[src/rtl/core/fmq_pkg.sv]
// Package: breakpoint geometry, quality table and shared types for the FM quality block.
package fmq_pkg;

  localparam int unsigned NFS = 16;
  localparam int unsigned NNS = 5;
  localparam int unsigned NMP = 5;
  localparam int unsigned QDEPTH = 2;

  localparam logic [0:0] REG_OFFSET_MODE = 1'b0;
  localparam logic [0:0] REG_OFFSET_THR  = 1'b1;

  // One classified beat travelling from front to back.
  typedef struct packed {
    logic       gate;
    logic [3:0] f1;
    logic [2:0] n1;
    logic [2:0] m1;
    logic [7:0] pf2;
    logic [7:0] pn2;
    logic [7:0] pm2;
  } fmq_job_t;

  // Quality table, flattened [n][m][f], 80 entries per noise row.
  localparam logic [6:0] QTAB [0:NNS*NMP*NFS-1] = '{
    7'd30,7'd35,7'd45,7'd55,7'd65,7'd75,7'd80,7'd80,
    7'd85,7'd90,7'd90,7'd95,7'd100,7'd100,7'd100,7'd100,
    7'd25,7'd30,7'd40,7'd50,7'd60,7'd70,7'd75,7'd75,
    7'd80,7'd85,7'd85,7'd90,7'd95,7'd95,7'd95,7'd95,
    7'd15,7'd20,7'd30,7'd40,7'd50,7'd60,7'd65,7'd65,
    7'd70,7'd75,7'd75,7'd80,7'd85,7'd85,7'd85,7'd85,
    7'd10,7'd15,7'd25,7'd35,7'd42,7'd50,7'd55,7'd55,
    7'd60,7'd65,7'd65,7'd70,7'd75,7'd75,7'd75,7'd75,
    7'd10,7'd15,7'd25,7'd35,7'd40,7'd45,7'd50,7'd50,
    7'd55,7'd60,7'd60,7'd65,7'd70,7'd70,7'd70,7'd70,
    7'd25,7'd30,7'd40,7'd50,7'd60,7'd70,7'd75,7'd77,
    7'd82,7'd85,7'd87,7'd92,7'd95,7'd95,7'd95,7'd95,
    7'd22,7'd27,7'd37,7'd46,7'd55,7'd63,7'd68,7'd71,
    7'd75,7'd78,7'd81,7'd86,7'd90,7'd91,7'd92,7'd92,
    7'd17,7'd21,7'd30,7'd37,7'd45,7'd52,7'd57,7'd60,
    7'd62,7'd67,7'd70,7'd75,7'd80,7'd82,7'd85,7'd85,
    7'd12,7'd15,7'd22,7'd30,7'd36,7'd42,7'd47,7'd50,
    7'd52,7'd57,7'd60,7'd65,7'd70,7'd72,7'd75,7'd75,
    7'd10,7'd12,7'd20,7'd27,7'd32,7'd37,7'd42,7'd45,
    7'd47,7'd52,7'd55,7'd60,7'd65,7'd67,7'd70,7'd70,
    7'd15,7'd20,7'd27,7'd32,7'd40,7'd47,7'd52,7'd57,
    7'd60,7'd62,7'd67,7'd72,7'd75,7'd77,7'd82,7'd85,
    7'd15,7'd20,7'd27,7'd31,7'd36,7'd41,7'd46,7'd51,
    7'd52,7'd56,7'd61,7'd66,7'd70,7'd73,7'd80,7'd82,
    7'd15,7'd17,7'd22,7'd25,7'd28,7'd32,7'd36,7'd40,
    7'd40,7'd45,7'd50,7'd55,7'd60,7'd65,7'd72,7'd75,
    7'd12,7'd12,7'd15,7'd17,7'd21,7'd26,7'd30,7'd32,
    7'd32,7'd36,7'd41,7'd46,7'd50,7'd55,7'd62,7'd65,
    7'd10,7'd10,7'd12,7'd15,7'd17,7'd22,7'd27,7'd30,
    7'd30,7'd32,7'd37,7'd42,7'd45,7'd50,7'd57,7'd60,
    7'd10,7'd12,7'd15,7'd15,7'd20,7'd25,7'd30,7'd35,
    7'd35,7'd40,7'd45,7'd45,7'd45,7'd45,7'd45,7'd45,
    7'd10,7'd12,7'd15,7'd15,7'd18,7'd22,7'd26,7'd30,
    7'd30,7'd35,7'd40,7'd45,7'd45,7'd45,7'd45,7'd45,
    7'd10,7'd11,7'd12,7'd12,7'd15,7'd18,7'd21,7'd22,
    7'd22,7'd26,7'd30,7'd35,7'd40,7'd45,7'd45,7'd45,
    7'd10,7'd10,7'd10,7'd10,7'd11,7'd15,7'd17,7'd18,
    7'd20,7'd21,7'd23,7'd27,7'd30,7'd35,7'd45,7'd45,
    7'd10,7'd10,7'd10,7'd10,7'd10,7'd12,7'd15,7'd17,
    7'd20,7'd20,7'd22,7'd25,7'd25,7'd30,7'd40,7'd45,
    7'd10,7'd10,7'd10,7'd10,7'd15,7'd20,7'd25,7'd30,
    7'd30,7'd35,7'd40,7'd45,7'd45,7'd45,7'd45,7'd45,
    7'd10,7'd10,7'd10,7'd10,7'd15,7'd20,7'd22,7'd25,
    7'd25,7'd30,7'd35,7'd40,7'd45,7'd45,7'd45,7'd45,
    7'd10,7'd10,7'd10,7'd10,7'd12,7'd17,7'd20,7'd20,
    7'd20,7'd22,7'd25,7'd30,7'd35,7'd40,7'd45,7'd45,
    7'd10,7'd10,7'd10,7'd10,7'd10,7'd12,7'd15,7'd17,
    7'd20,7'd20,7'd20,7'd22,7'd25,7'd30,7'd40,7'd45,
    7'd10,7'd10,7'd10,7'd10,7'd10,7'd10,7'd10,7'd15,
    7'd20,7'd20,7'd20,7'd20,7'd20,7'd25,7'd35,7'd40};

  // Flat table address of corner [n][m][f].
  function automatic logic [8:0] qidx(input logic [2:0] n, input logic [2:0] m,
                                      input logic [3:0] f);
    return {6'd0, n} * 9'd80 + {6'd0, m} * 9'd16 + {5'd0, f};
  endfunction

endpackage

[src/rtl/core/fm_quality_trilinear_interp.sv]
// Top level of the FM quality block.
// Path: an accepted beat is registered in the queue, then runs 15 back-end steps (0..14);
//   a gated beat skips the steps and its result is registered when the back end takes it.
// Throughput: fourteen products share one 14x8 multiplier; the back end takes a new beat
//   once the last result is taken, so gated beats go one per cycle with out_ready high.
// The two-entry queue lets the front take two more beats while the back end is busy.
// Reset (rst_n low, synchronous): offset mode on, threshold 20, queue and back end empty.
module fm_quality_trilinear_interp (
  input  logic              clk,
  input  logic              rst_n,
  input  logic              in_valid,
  output logic              in_ready,
  input  logic signed [7:0] in_field_strength,
  input  logic [7:0]        in_noise_level,
  input  logic [7:0]        in_multipath_level,
  input  logic [7:0]        in_freq_offset,
  output logic              out_valid,
  input  logic              out_ready,
  output logic [6:0]        out_quality,
  output logic [6:0]        out_quality_fs_only,
  output logic [6:0]        out_quality_no_multipath,
  output logic              out_gated,
  input  logic              cfg_valid,
  output logic              cfg_ready,
  input  logic              cfg_index,
  input  logic [7:0]        cfg_data
);
  import fmq_pkg::*;

  logic       mode_r;
  logic [7:0] thr_r;
  fmq_job_t   job_f, job_b;
  logic       job_f_valid, job_f_ready, job_b_valid, job_b_ready;

  // register writes are always taken
  assign cfg_ready = 1'b1;

  always_ff @(posedge clk) begin
    if (!rst_n) begin
      mode_r <= 1'b1; thr_r <= 8'd20;
    end else if (cfg_valid && cfg_ready) begin
      if (cfg_index == REG_OFFSET_MODE) mode_r <= cfg_data[0];
      else if (cfg_index == REG_OFFSET_THR) thr_r <= cfg_data;
    end
  end

  // front: clamp, cell search and weights in the accepting cycle
  fmq_front u_front (
    .in_valid           (in_valid),
    .in_ready           (in_ready),
    .in_field_strength  (in_field_strength),
    .in_noise_level     (in_noise_level),
    .in_multipath_level (in_multipath_level),
    .in_freq_offset     (in_freq_offset),
    .mode               (mode_r),
    .thr                (thr_r),
    .job_valid          (job_f_valid),
    .job_ready          (job_f_ready),
    .job                (job_f)
  );

  fmq_queue u_queue (
    .clk      (clk),
    .rst_n    (rst_n),
    .wr_valid (job_f_valid),
    .wr_ready (job_f_ready),
    .wr_job   (job_f),
    .rd_valid (job_b_valid),
    .rd_ready (job_b_ready),
    .rd_job   (job_b)
  );

  // back: multi-cycle interpolation, result held until taken
  fmq_back u_back (
    .clk                      (clk),
    .rst_n                    (rst_n),
    .job_valid                (job_b_valid),
    .job_ready                (job_b_ready),
    .job                      (job_b),
    .out_valid                (out_valid),
    .out_ready                (out_ready),
    .out_quality              (out_quality),
    .out_quality_fs_only      (out_quality_fs_only),
    .out_quality_no_multipath (out_quality_no_multipath),
    .out_gated                (out_gated)
  );

endmodule

[src/rtl/core/fmq_front.sv]
// Front end: clamps readings, finds breakpoint cells and weights, pushes a job.
module fmq_front (
  input  logic              in_valid,
  output logic              in_ready,
  input  logic signed [7:0] in_field_strength,
  input  logic [7:0]        in_noise_level,
  input  logic [7:0]        in_multipath_level,
  input  logic [7:0]        in_freq_offset,
  input  logic              mode,
  input  logic [7:0]        thr,
  output logic              job_valid,
  input  logic              job_ready,
  output fmq_pkg::fmq_job_t job
);
  import fmq_pkg::*;

  logic [6:0]  fs, ns, mp;
  logic [8:0]  nsum;
  logic [6:0]  nsat;
  logic [15:0] fdiv;
  logic [3:0]  f1;
  logic [6:0]  flo;
  logic [2:0]  n1, m1;
  logic [6:0]  nlo, mlo;
  logic [6:0]  fdel, ndel, mdel;

  assign in_ready  = job_ready;
  assign job_valid = in_valid;

  // 128*d/5 truncated, d = 0..5
  function automatic logic [7:0] w_fifth(input logic [3:0] d);
    logic [7:0] w;
    case (d)
      4'd0:    w = 8'd0;
      4'd1:    w = 8'd25;
      4'd2:    w = 8'd51;
      4'd3:    w = 8'd76;
      4'd4:    w = 8'd102;
      default: w = 8'd128;
    endcase
    return w;
  endfunction

  // 128*d/10 truncated, d = 0..10
  function automatic logic [7:0] w_tenth(input logic [3:0] d);
    logic [7:0] w;
    case (d)
      4'd0:    w = 8'd0;
      4'd1:    w = 8'd12;
      4'd2:    w = 8'd25;
      4'd3:    w = 8'd38;
      4'd4:    w = 8'd51;
      4'd5:    w = 8'd64;
      4'd6:    w = 8'd76;
      4'd7:    w = 8'd89;
      4'd8:    w = 8'd102;
      4'd9:    w = 8'd115;
      default: w = 8'd128;
    endcase
    return w;
  endfunction

  // 128*d/7 truncated, d = 0..7
  function automatic logic [7:0] w_seventh(input logic [3:0] d);
    logic [7:0] w;
    case (d)
      4'd0:    w = 8'd0;
      4'd1:    w = 8'd18;
      4'd2:    w = 8'd36;
      4'd3:    w = 8'd54;
      4'd4:    w = 8'd73;
      4'd5:    w = 8'd91;
      4'd6:    w = 8'd109;
      default: w = 8'd128;
    endcase
    return w;
  endfunction

  always_comb begin
    if (in_field_strength[7]) fs = 7'd0;
    else if (in_field_strength > 8'sd75) fs = 7'd75;
    else fs = in_field_strength[6:0];
    nsum = {1'b0, in_noise_level} + {1'b0, in_freq_offset};
    if (mode) nsat = (nsum > 9'd127) ? 7'd127 : nsum[6:0];
    else nsat = (in_noise_level > 8'd35) ? 7'd35 : in_noise_level[6:0];
    ns = (nsat > 7'd35) ? 7'd35 : nsat;
    mp = (in_multipath_level > 8'd25) ? 7'd25 : in_multipath_level[6:0];
    // fs cells of 5: lower index = ceil(fs/5)-1, floor at 0; x*205>>10 is x/5 here
    fdiv = 16'(fs - 7'd1) * 16'd205;
    f1 = (fs == 7'd0) ? 4'd0 : fdiv[13:10];
    flo = 7'({3'd0, f1} * 7'd5);
    if (ns <= 7'd5) begin n1 = 3'd0; nlo = 7'd0; end
    else if (ns <= 7'd15) begin n1 = 3'd1; nlo = 7'd5; end
    else if (ns <= 7'd25) begin n1 = 3'd2; nlo = 7'd15; end
    else begin n1 = 3'd3; nlo = 7'd25; end
    if (mp <= 7'd8) begin m1 = 3'd0; mlo = 7'd0; end
    else if (mp <= 7'd13) begin m1 = 3'd1; mlo = 7'd8; end
    else if (mp <= 7'd18) begin m1 = 3'd2; mlo = 7'd13; end
    else begin m1 = 3'd3; mlo = 7'd18; end
    fdel = fs - flo;
    ndel = ns - nlo;
    mdel = mp - mlo;
    job.gate = !mode && (in_freq_offset >= thr);
    job.f1 = f1;
    job.n1 = n1;
    job.m1 = m1;
    job.pf2 = w_fifth(fdel[3:0]);
    job.pn2 = (n1 == 3'd0) ? w_fifth(ndel[3:0]) : w_tenth(ndel[3:0]);
    case (m1)
      3'd0:    job.pm2 = {mdel[3:0], 4'd0};
      3'd3:    job.pm2 = w_seventh(mdel[3:0]);
      default: job.pm2 = w_fifth(mdel[3:0]);
    endcase
  end

endmodule

[src/rtl/core/fmq_queue.sv]
// Two-entry job queue between front and back.
module fmq_queue (
  input  logic              clk,
  input  logic              rst_n,
  input  logic              wr_valid,
  output logic              wr_ready,
  input  fmq_pkg::fmq_job_t wr_job,
  output logic              rd_valid,
  input  logic              rd_ready,
  output fmq_pkg::fmq_job_t rd_job
);
  import fmq_pkg::*;

  fmq_job_t   mem_r [0:QDEPTH-1];
  logic       wp_r, rp_r;
  logic [1:0] cnt_r;
  logic       push, pop;

  assign wr_ready = (cnt_r != 2'd2);
  assign rd_valid = (cnt_r != 2'd0);
  assign rd_job   = mem_r[rp_r];
  assign push     = wr_valid && wr_ready;
  assign pop      = rd_valid && rd_ready;

  always_ff @(posedge clk) begin
    if (push) mem_r[wp_r] <= wr_job;
    if (!rst_n) begin
      wp_r <= 1'b0; rp_r <= 1'b0; cnt_r <= 2'd0;
    end else begin
      if (push) wp_r <= ~wp_r;
      if (pop) rp_r <= ~rp_r;
      cnt_r <= cnt_r + {1'b0, push} - {1'b0, pop};
    end
  end

endmodule

[src/rtl/core/fmq_back.sv]
// Back end: one shared multiplier steps through the fourteen products of a job.
module fmq_back (
  input  logic              clk,
  input  logic              rst_n,
  input  logic              job_valid,
  output logic              job_ready,
  input  fmq_pkg::fmq_job_t job,
  output logic              out_valid,
  input  logic              out_ready,
  output logic [6:0]        out_quality,
  output logic [6:0]        out_quality_fs_only,
  output logic [6:0]        out_quality_no_multipath,
  output logic              out_gated
);
  import fmq_pkg::*;

  typedef enum logic [1:0] {S_IDLE, S_RUN, S_OUT} state_t;

  state_t      st_r;
  logic [3:0]  step_r;
  fmq_job_t    j_r;
  logic [6:0]  tq_r;
  logic [20:0] acc_r;
  logic [13:0] qab_r, qcd_r, qef_r, qgh_r, qabef_r, qcdgh_r;
  logic        valid_r, gated_r;
  logic [6:0]  q_r, qfs_r, qnm_r;
  logic [2:0]  n, m;
  logic [3:0]  f;
  logic [13:0] mul_a;
  logic [7:0]  mul_b;
  logic [21:0] prod;
  logic [20:0] acc_nxt;
  logic [6:0]  qrnd;
  logic        take;

  // a new job may follow in the cycle its predecessor's result is taken
  assign job_ready = (st_r == S_IDLE) || ((st_r == S_OUT) && out_ready);
  assign take      = job_valid && job_ready;

  assign out_valid                = valid_r;
  assign out_quality              = q_r;
  assign out_quality_fs_only      = qfs_r;
  assign out_quality_no_multipath = qnm_r;
  assign out_gated                = gated_r;

  // table read for corner step (0..7) is registered; its product runs a step later.
  // steps 1..8 corner products, 9..12 noise, 13..14 multipath; odd steps start a sum
  always_comb begin
    n = j_r.n1 + {2'd0, step_r[2]};
    m = j_r.m1 + {2'd0, step_r[1]};
    f = j_r.f1 + {3'd0, step_r[0]};
    mul_a = {7'd0, tq_r};
    mul_b = step_r[0] ? 8'(9'd128 - {1'b0, j_r.pf2}) : j_r.pf2;
    case (step_r)
      4'd9:  begin mul_a = qab_r;   mul_b = 8'(9'd128 - {1'b0, j_r.pn2}); end
      4'd10: begin mul_a = qef_r;   mul_b = j_r.pn2; end
      4'd11: begin mul_a = qcd_r;   mul_b = 8'(9'd128 - {1'b0, j_r.pn2}); end
      4'd12: begin mul_a = qgh_r;   mul_b = j_r.pn2; end
      4'd13: begin mul_a = qabef_r; mul_b = 8'(9'd128 - {1'b0, j_r.pm2}); end
      4'd14: begin mul_a = qcdgh_r; mul_b = j_r.pm2; end
      default: ;
    endcase
    prod = {8'd0, mul_a} * {14'd0, mul_b};
    acc_nxt = (step_r[0] ? 21'd0 : acc_r) + prod[20:0];
    // round to nearest, half up
    qrnd = acc_nxt[20:14] + {6'd0, (acc_nxt[13:0] >= 14'h2000)};
  end

  always_ff @(posedge clk) begin
    tq_r <= QTAB[qidx(n, m, f)];
    if (!rst_n) begin
      st_r <= S_IDLE; step_r <= 4'd0; valid_r <= 1'b0;
    end else if (take) begin
      j_r <= job; step_r <= 4'd0;
      if (job.gate) begin
        q_r <= 7'd10; qfs_r <= 7'd0; qnm_r <= 7'd0; gated_r <= 1'b1;
        valid_r <= 1'b1; st_r <= S_OUT;
      end else begin
        valid_r <= 1'b0; st_r <= S_RUN;
      end
    end else begin
      case (st_r)
        S_RUN: begin
          acc_r <= acc_nxt;
          step_r <= step_r + 4'd1;
          case (step_r)
            4'd2:  qab_r <= acc_nxt[13:0];
            4'd4:  qcd_r <= acc_nxt[13:0];
            4'd6:  qef_r <= acc_nxt[13:0];
            4'd8:  qgh_r <= acc_nxt[13:0];
            4'd10: qabef_r <= acc_nxt[20:7];
            4'd12: qcdgh_r <= acc_nxt[20:7];
            4'd14: begin
              q_r <= qrnd; qfs_r <= qab_r[13:7]; qnm_r <= qabef_r[13:7];
              gated_r <= 1'b0; valid_r <= 1'b1; st_r <= S_OUT;
            end
            default: ;
          endcase
        end
        S_OUT: if (out_ready) begin
          valid_r <= 1'b0; st_r <= S_IDLE;
        end
        default: st_r <= S_IDLE;
      endcase
    end
  end

endmodule

[config.mk]
export PLATFORM = sky130hd
export DESIGN_NAME = fm_quality_trilinear_interp
export DESIGN_NICKNAME = d
export VERILOG_FILES = /design/src/rtl/core/fmq_pkg.sv /design/src/rtl/core/fm_quality_trilinear_interp.sv /design/src/rtl/core/fmq_front.sv /design/src/rtl/core/fmq_queue.sv /design/src/rtl/core/fmq_back.sv
export SDC_FILE = /design/constraint.sdc
export NUM_CORES = 1
export LEC_CHECK = 0
export BUFFER_PORTS_ARGS = -buffer_cell sky130_fd_sc_hd__buf_2
export CAP_MARGIN = 20
export CORE_MARGIN = 4
export CORE_UTILIZATION = 32
export DETAILED_ROUTE_END_ITERATION = 7
export SYNTH_ARGS = -nofsm -noshare
export SYNTH_HDL_FRONTEND = slang
export SYNTH_SLANG_ARGS = --single-unit
[constraint.sdc]
create_clock -name clk -period 19.44 [get_ports clk]
set_input_delay 0.972 -clock clk [delete_from_list [all_inputs] [get_ports clk]]
set_output_delay 0.972 -clock clk [all_outputs]
set_load 0.005 [all_outputs]
==> run metrics <==
area grow syn2layout=10.1%; IO Pins=71; first-pass GRT wire length=84.9 mm; yosys warns=0; post-cts sizing count=0; DRT iter0 DRCs=1390; Num CTS Buffers=24; GR Overflow Total=0; initial antenna violation count=1; H-tree levels=1; post-synth design cell area=a little under 20000 sq um; multiplexer area fraction after synthesis=0.0304; largest family of logic cells by synthesized area=adder cells; Compound-Gate Fraction of Synth Area=0.171; Worst-Margin Slew=1.15 ns; largest net degree at the start of global routing=a little under 100; Die W=approximately 260 um; die area=65800 sq um; Synth Instances=around 2100; final setup vio count=0; Area contributors post-synth=edfxtp_1, fa_1, ha_1; status=finished clean; footprint of the multi-input gates=11700 sq um; endpoints failing hold=0; CTS clk-pin slew, worst paths=~0.070 ns; Antenna diodes=0; final net count=2400; CP required=19.72 ns; Port Buffers=between 60 and 70; slew margin rel.=0.231; Synth top area share=0.319; Post-synth EDFFs=210; Synth area leader=edfxtp_1; total routed wirelength=53.4 mm; post-DP HPWL=39.2 mm; Clock Latency Late Sink=0.54 ns; Fin Clk Skew=0.0215 ns; postcts setup bufs=0; worst hold path type=flip-flop to flip-flop; Starting Density=0.325; # fillers=6092; flops & latches, synth=238; Overall Global Routing Usage=0.157; CP Capture Type=flip-flop; CP max FO=25; sequential share of the synthesized area=0.347; M2 GR Usage=0.269; most common cell in the netlist=nand2_1; DRC=0; Routed Antenna Nets=0; num rows=90; fmax=roughly 0.098 GHz; min Tclk post-route=10.19 ns; core area=60800 sq um; predominant post-synthesis flop cell=edfxtp_1; setup TNS=0 ns; Mapped Avg Cell Area=9.48 sq um; asr flop ratio synth=0; # hold bufs at CTS=0; GRT Max-Usage Layer=met2; FF/Latch Area=between 6000 and 7000 sq um; count of cell types in the netlist=91; gpl congestion=0.917; share of cells above drive strength 1=0.0971; Worst Path Arrival=about 10 ns; adder-cell area share of the yosys netlist=0.207; WL/cell=18.4 um; vias in the first global route=15700; Die Ht=257 um; GRT met3 Usage=0.0206; Pre-Repair DR Iteration Count=6; Syn Nets=approximately 2400; xor/xnor share of the synthesized area=0.0330; Post-synth top cells=nand2_1, inv_1, edfxtp_1, nor2_1, ha_1; final slew viol count=0; critical path launch point type=flip-flop; simple-gate share of the synthesized area=0.147; R2R Setup Slk=9.25 ns; Final period util=0.524; total number of vias=15700; CP Class=flip-flop to flip-flop; Max Root-Sink Buffers=3; TritonCTS clock tree=built; GR Util met1=0.206; MaxCap Viol Count=0; vias per inst=~5.4; Root Buffer=clkbuf_16; RSZ-0062 raised after global routing=false; Sink Count=238
-- per-layer routing --
layer	part of all wire	vias to the layer above
li1	-	7389
met1	0.43	7643
met2	0.48	567
met3	0.063	100
met4	0.029	0
met5	0	-
-- sequential cells by signal, summed over array words and instances (netlist names), 14 cells and up, named ones only --
| name | cells |
|---|---|
| u_back.qgh_r | 14 |
| u_back.qef_r | 14 |
| u_back.qabef_r | 14 |
| u_back.qcd_r | 14 |
| u_back.acc_r | 21 |
| u_back.j_r | 27 |
| u_back.qcdgh_r | 14 |
| u_back.qab_r | 14 |
| u_queue.mem_r | 56 |
-- layout make-up --
type / count / area share
flip-flops and latches: 238 / 0.315
clock inverters: 17 / 0.00891
multi-input cells: 1515 / 0.537
inverters: 214 / 0.0369
well taps: 782 / 0.0450
clock buffers: 27 / 0.0281
repair buffers: 100 / 0.0284
-- kinds of logic after synthesis --
kind of cell	after synthesis
XOR/XNOR	71
adder cells (fa/ha/maj)	262
multiplexers	48
flip-flops	238
other	1
buffers and inverters	333
AO/OA/AOI/OAI	505
AND/OR/NAND/NOR	628
-- cells in the final DEF, fill, tap and decap left out, types with 11 or more instances in the layout --
cell	n
a22oi_1	26
a21boi_0	14
a311oi_1	11
mux2i_1	14
nand2_1	220
buf_2	69
o21ai_0	110
inv_1	210
xnor2_1	45
nand2b_1	14
and2_1	39
buf_4	29
a31oi_1	21
edfxtp_1	210
and3_1	12
dfxtp_1	28
a21o_1	22
nor2_1	170
ha_1	151
fa_1	109
a21oi_1	112
clkbuf_16	24
xor2_1	19
a22o_1	20
o211ai_1	23
o21a_1	11
nor2b_1	24
nor3_1	46
nand3_1	42
or3_1	14
a211oi_1	32
mux2_2	27
-- per-stage QoR --
step                hold slack (ns)  cell area [sq um]  instances  utilization  setup slack [ns]
floorplan                     0.443              19800       2086            -             11.43
global placement              0.459              20900       2843        0.343              9.65
detailed placement            0.464              20900       2844        0.344              9.25
CTS                           0.473              21700       2888        0.357              9.17
global route                  0.501              21800       2893        0.358              8.36
finish                        0.472              21800       2893        0.358              9.25
-- path summary, 6_finish.rpt --
kind / from / end / depth (start not counted)
setup reg to reg: u_back.step_r[0] / u_back.out_quality[5] / 26
hold reg to reg: thr_r[1] / thr_r[1] / 2
setup / recovery: u_back.step_r[0] / u_back.out_quality[5] / 26
hold / removal: thr_r[1] / thr_r[1] / 2
-- worst max-delay path, stage by stage (launching register included) --
cell	delay, ns
dfxtp_1	0.81
inv_1	0.56
ha_1	0.39
and3_1	0.46
or2_2	0.50
or3_1	0.71
a21oi_1	0.96
nand2_1	0.19
fa_1	0.60
inv_1	0.06
fa_1	0.52
inv_1	0.06
fa_1	0.46
fa_1	0.54
inv_1	0.05
ha_1	0.32
o21ai_0	0.12
a21boi_0	0.34
nand3_1	0.23
a21oi_1	0.17
nor2_1	0.07
xnor2_1	0.59
ha_1	0.29
nor4b_1	0.42
nand3_1	0.18
xnor2_1	0.17
and2_1	0.17
Power is not shown: default switching activity piles up to over one toggle a cycle in this logic, so the estimate is an artifact.
